File: src/design/zbp_pkg.sv
// shared types, constants and codes for the z-buffer point plotter
`default_nettype none
package zbp_pkg;

	localparam int MAX_WIDTH  = 128;
	localparam int MAX_HEIGHT = 64;
	localparam int PIX_COUNT  = MAX_WIDTH * MAX_HEIGHT;

	localparam int ADDR_W  = $clog2(PIX_COUNT);
	localparam int CNT_W   = $clog2(PIX_COUNT + 1);
	localparam int EW_W    = $clog2(MAX_WIDTH + 1);
	localparam int EH_W    = $clog2(MAX_HEIGHT + 1);
	localparam int COL_W   = $clog2(MAX_WIDTH);
	localparam int ROW_W   = $clog2(MAX_HEIGHT);
	localparam int POS_W   = 20;
	localparam int DEPTH_W = 22;

	// kind codes, anything else reads a pixel
	localparam logic [1:0] KIND_CLEAR = 2'd0;
	localparam logic [1:0] KIND_POINT = 2'd1;

	// register indexes
	localparam logic [2:0] CFG_WIDTH  = 3'd0;
	localparam logic [2:0] CFG_HEIGHT = 3'd1;
	localparam logic [2:0] CFG_ASPECT = 3'd2;
	localparam logic [2:0] CFG_CAM_X  = 3'd3;
	localparam logic [2:0] CFG_CAM_Y  = 3'd4;
	localparam logic [2:0] CFG_CAM_Z  = 3'd5;

	typedef enum logic [2:0] {
		ST_DRAWN   = 3'd0,
		ST_BEHIND  = 3'd1,
		ST_OFF     = 3'd2,
		ST_HIDDEN  = 3'd3,
		ST_CLEARED = 3'd4,
		ST_READ    = 3'd5
	} status_t;

	// one pixel entry: color, glyph and depth side by side
	typedef struct packed {
		logic [7:0]                color;
		logic [7:0]                glyph;
		logic signed [DEPTH_W-1:0] depth;
	} pix_t;

	// mapped point handed from the mapper to the controller
	typedef struct packed {
		logic                      valid;
		logic                      behind;
		logic                      off;
		logic [ADDR_W-1:0]         offset;
		logic signed [DEPTH_W-1:0] depth;
	} map_res_t;

endpackage
`default_nettype wire

File: src/design/zbp_map.sv
// four-stage pipeline mapping a point to a pixel offset and a depth
`default_nettype none
module zbp_map
	import zbp_pkg::*;
(
	input  wire logic                    clk,
	input  wire logic                    arst_n,
	input  wire logic                    in_v,
	input  wire logic signed [POS_W-1:0] pos_x,
	input  wire logic signed [POS_W-1:0] pos_y,
	input  wire logic signed [POS_W-1:0] pos_z,
	input  wire logic signed [POS_W-1:0] depth_bias,
	input  wire logic signed [POS_W-1:0] cam_x,
	input  wire logic signed [POS_W-1:0] cam_y,
	input  wire logic signed [POS_W-1:0] cam_z,
	input  wire logic [15:0]             aspect,
	input  wire logic [EW_W-1:0]         w_eff,
	input  wire logic [EH_W-1:0]         h_eff,
	output map_res_t                     res
);

	localparam logic signed [21:0] HALF_X = 22'sd4096;
	localparam logic signed [38:0] HALF_Y = 39'sd16777216;

	// stage 1: camera-relative coordinates
	logic                      v_s1, behind_s1;
	logic signed [21:0]        dx4_s1;
	logic signed [20:0]        dy_s1;
	logic signed [DEPTH_W-1:0] depth_s1;
	// stage 2: products
	logic                      v_s2, behind_s2;
	logic signed [30:0]        nx_s2;
	logic signed [37:0]        py_s2;
	logic signed [DEPTH_W-1:0] depth_s2;
	// stage 3: column settled, row product
	logic                      v_s3, behind_s3, offx_s3;
	logic [COL_W-1:0]          col_s3;
	logic signed [46:0]        ny_s3;
	logic signed [DEPTH_W-1:0] depth_s3;
	// stage 4: mapped point
	logic                      v_s4, behind_s4, off_s4;
	logic [ADDR_W-1:0]         offset_s4;
	logic signed [DEPTH_W-1:0] depth_s4;

	logic signed [20:0]        dz;
	logic signed [38:0]        py2;
	logic [16:0]               col_full;
	logic [20:0]               row_full;
	logic [ROW_W-1:0]          row;
	logic                      offy;
	logic [ROW_W+EW_W-1:0]     lin;

	assign dz       = 21'(pos_z) - 21'(cam_z);
	assign py2      = {py_s2[37], py_s2} + HALF_Y;
	assign col_full = nx_s2[29:13];
	assign row_full = ny_s3[45:25];
	assign row      = ny_s3[ROW_W+24:25];
	assign offy     = ny_s3[46] || (row_full >= 21'(h_eff));
	assign lin      = (ROW_W+EW_W)'(row) * (ROW_W+EW_W)'(w_eff) + (ROW_W+EW_W)'(col_s3);

	assign res = '{valid: v_s4, behind: behind_s4, off: off_s4, offset: offset_s4,
		depth: depth_s4};

	always_ff @(posedge clk or negedge arst_n) begin
		if (!arst_n) begin
			v_s1 <= 1'b0;
			v_s2 <= 1'b0;
			v_s3 <= 1'b0;
			v_s4 <= 1'b0;
		end else begin
			v_s1 <= in_v;
			v_s2 <= v_s1;
			v_s3 <= v_s2;
			v_s4 <= v_s3;
		end
	end

	always_ff @(posedge clk) begin
		dx4_s1    <= 22'(pos_x) - 22'(cam_x) + HALF_X;
		dy_s1     <= 21'(pos_y) - 21'(cam_y);
		behind_s1 <= dz[20];
		depth_s1  <= DEPTH_W'(dz) + DEPTH_W'(depth_bias);

		nx_s2     <= $signed({1'b0, w_eff}) * dx4_s1;
		py_s2     <= dy_s1 * $signed({1'b0, aspect});
		behind_s2 <= behind_s1;
		depth_s2  <= depth_s1;

		offx_s3   <= nx_s2[30] || (col_full >= 17'(w_eff));
		col_s3    <= nx_s2[COL_W+12:13];
		ny_s3     <= $signed({1'b0, h_eff}) * py2;
		behind_s3 <= behind_s2;
		depth_s3  <= depth_s2;

		behind_s4 <= behind_s3;
		off_s4    <= offx_s3 || offy;
		offset_s4 <= lin[ADDR_W-1:0];
		depth_s4  <= depth_s3;
	end

endmodule
`default_nettype wire

File: config.mk
export PLATFORM = sky130hd
export DESIGN_NAME = zbp_map
export DESIGN_NICKNAME = d
export VERILOG_FILES = /design/src/design/zbp_pkg.sv /design/src/design/zbp_map.sv
export SDC_FILE = /design/constraint.sdc
export NUM_CORES = 2
export LEC_CHECK = 0
export BUFFER_PORTS_ARGS = -buffer_cell sky130_fd_sc_hd__buf_2
export CORE_MARGIN = 2
export CORE_UTILIZATION = 45
export DETAILED_ROUTE_END_ITERATION = 8
export HOLD_SLACK_MARGIN = 0.15
export PLACE_DENSITY = 0.66
export SLEW_MARGIN = 15
export SYNTH_ARGS = -nofsm -noshare
export SYNTH_HDL_FRONTEND = slang
export SYNTH_SLANG_ARGS = --single-unit
File: constraint.sdc
create_clock -name clk -period 5.7 [get_ports clk]
set_input_delay 1.425 -clock clk [delete_from_list [all_inputs] [get_ports clk]]
set_output_delay 1.425 -clock clk [all_outputs]
set_load 0.01 [all_outputs]
==> metrics <==
outcome=finished, violations left; violated checks=negative setup slack; Yosys reg bits=239; final layout net count=6000; H-tree Lvls=1; Post-synth ARST share=1.67%; Post-Synth Simple-Gate Area=15.5%; mux contribution to synthesized area=0.0265%; Ports=212; I/O Buffers=211; Worst Hold Class=reg -> reg; DRC Markers=0; Period Utilization, post-route=111%; clock skew=0.0214 ns; Data required, critical path=6.22 ns; Yosys top cell area share=37.3%; Area growth, synth to finish=20.9%; largest family of logic cells by synthesized area=adder cells; Post-CTS Hold Fix Bufs=0; Die X=294 um; wirelength, routed=82100 um; TritonRoute pass-1 iters=5; vias in the first global route=29.8k; Worst-path clk slew=0.06 ns; routed vias/inst=4.84; CP arrival=6.86 ns; Adder-Cell Fraction of Synth Area=50.4%; fraction of layout cells with a size suffix above 1=19.3%; RSZ-0062 raised after global routing=true; Slew HR=57.4%; first-pass GRT wire length=141000 um; XOR/XNOR share of the synthesized area=4.01%; root buf cell=clkbuf_16; gr ovfl total=0; Setup-failing EPs final=19; Synth Warn #=0; Initial Utilization=45.3%; Cell Area, Synth=37700 um^2; die height=294 um; Worst Setup Path Type=in -> reg; RePlAce Congestion=0.862; Core Util, Final=54.8%; row count=106; DP Wirelength=69900 um; total global-route track usage=19.7%; area leader, netlist=fa_1; type of origin of the critical path=input pin; largest net degree at the start of global routing=23; ys flop type=dfxtp_1; Mean Syn Cell Area=9.13 um^2; Fmax=158 MHz; Distinct cells, synth=75; cell count after synthesis=4135; Sink Count=239; Final Max Tran Viols=0; CP endpoint kind=flop; register area share after synthesis=12.7%; ANT nets after route=0; Die ar.=86200 um^2; antenna violations before repair=2; post-synthesis compound-gate area fraction=6.67%; clock period minus final worst setup slack=6.34 ns; syn nets=5406; Core Region=83300 um^2; total number of vias=28.2k; Clk Latency, worst-skew pair=0.60 ns; top area cells in the synthesized netlist=fa_1, ha_1, dfxtp_1; Final Hold Fails=0; routed length per instance=14.1 um; Max clock buf depth=3; worst slew pin tran=0.631 ns; number of max-cap violations=0; final setup margin=-0.641 ns; crit path max fanout=12; DR iter-0 viols=1160; CTS tree=built; EDFF count, synth=0; CTS Buf Count=31
sequential cells by signal, indices dropped and copies added (netlist names):
signal,flops
behind_s1,1
depth_s2,22
dx4_s1,22
v_s4,1
py_s2,38
depth_s1,22
off_s4,1
behind_s3,1
offx_s3,1
behind_s2,1
depth_s3,22
col_s3,7
v_s2,1
ny_s3,22
depth_s4,22
v_s1,1
nx_s2,18
behind_s4,1
dy_s1,21
v_s3,1
offset_s4,13
cells in the final DEF, fill, tap and decap left out, types with 22 or more instances in the layout:
master,n
inv_1,940
fa_1,677
nand2_1,415
buf_4,406
and2_1,395
ha_1,369
dfxtp_1,235
buf_2,193
nor2_1,135
xnor2_1,115
a21oi_1,99
a21o_1,54
xor2_1,51
buf_6,36
o21ai_0,32
clkbuf_16,32
nand3_1,29
nor3_1,28
o21ai_1,27
fa_2,27
nand4_1,25
o21a_1,23
nand2b_1,23
buf_12,22
stage by stage:
step                      area [um^2]  hold slack, ns  setup TNS, ns  cells  worst slack [ns]
final                           45600           0.319          -7.42   5835            -0.641
after floorplan                 38200           0.310         -13.00   4135             -1.13
after global routing            45600           0.332         -10.30   5835            -0.826
after detailed placement        43300           0.312         -41.74   5728             -1.39
after CTS                       45200           0.321          -5.72   5822            -0.560
after global placement          43300           0.310         -39.35   5728             -1.35
cells by family (layout without fill, tap and decap cells):
kind of cell | after synthesis | count (layout)
mux | 1 | 1
compound gates | 381 | 381
fa+ha+maj | 1097 | 1097
flops | 239 | 239
other cells | 0 | 2
buf+inv | 1073 | 1691
xor+xnor | 173 | 173
simple gates | 1171 | 1171
metal layers:
metal | wire [um] | GRT usage (%) | share of wire [%] | vias up
met1 | 37100 | 26.2 | 45 | 13909
met4 | 1870 | 4.49 | 2.3 | 0
met3 | 3130 | 2.25 | 3.8 | 115
li1 | - | - | - | 13715
met5 | 0 | 0 | 0 | -
met2 | 40000 | 34.4 | 49 | 498
what timing repair did:
item,4_1_cts,5_1_grt
hold endpoints to repair,0,0
buffers inserted,38,17
pin swaps,98,78
setup endpoints to repair,34,38
cloned,2,1
gates resized for setup,145,86
critical path, cell delays in order:
cell and delay [ns]:
buf_12 0.13, and2_1 0.15, fa_1 0.53, inv_1 0.05
fa_1 0.47, fa_1 0.52, inv_1 0.06, fa_1 0.49
fa_1 0.50, inv_1 0.05, fa_1 0.47, inv_1 0.06
ha_4 0.22, a21o_1 0.19, a21o_1 0.15, a21o_1 0.19
a21oi_2 0.20, a31oi_4 0.06, o211ai_1 0.26, a31oi_1 0.16
or4_1 0.42, nand4b_1 0.10
synth_stat cells (all sizes together) (7+ instances only):
| cell | n |
|---|---|
| nand4 | 25 |
| a21boi | 7 |
| a31oi | 16 |
| inv | 960 |
| o211ai | 12 |
| clkbuf | 107 |
| nor2b | 19 |
| nor4 | 7 |
| xnor2 | 120 |
| and2 | 413 |
| or2 | 7 |
| nor3 | 33 |
| a21o | 54 |
| o41ai | 7 |
| nand3 | 32 |
| fa | 704 |
| o21a | 23 |
| nand2b | 23 |
| nand2 | 437 |
| nor2 | 138 |
| xor2 | 53 |
| dfxtp | 235 |
| a2111oi | 7 |
| o21bai | 19 |
| a211oi | 11 |
| ha | 393 |
| and3 | 17 |
| a21oi | 121 |
| o21ai | 68 |
cell type report:
cell class / count / area (um^2)
Inverter: 963 / 3620
Tap cell: 1080 / 1350
Antenna cell: 2 / 5.00
Clock inverter: 21 / 234
Fill cell: 7503 / 37700
Clock buffer: 36 / 825
Sequential cell: 239 / 4800
Multi-Input combinational cell: 2823 / 29700
Timing Repair Buffer: 671 / 5080
path summary, 6_finish.rpt:
kind | slack, ns | cells after the start | end | startpoint
worst max-delay path | -0.64 | 22 | py_s2[36]$_DFF_P_ | aspect[5]
worst min-delay path | 0.32 | 0 | depth_s2[1]$_DFF_P_ | depth_s1[1]$_DFF_P_
worst max register to register | -0.27 | 20 | py_s2[36]$_DFF_P_ | dy_s1[12]$_DFF_P_
worst min register to register | 0.32 | 0 | depth_s2[1]$_DFF_P_ | depth_s1[1]$_DFF_P_
max in group asynchronous | 4.95 | 1 | v_s3$_DFF_PN0_ | arst_n
min in group asynchronous | 0.63 | 1 | v_s2$_DFF_PN0_ | arst_n
Power is not shown: default switching activity piles up to over one toggle a cycle in this logic, so the estimate is an artifact.
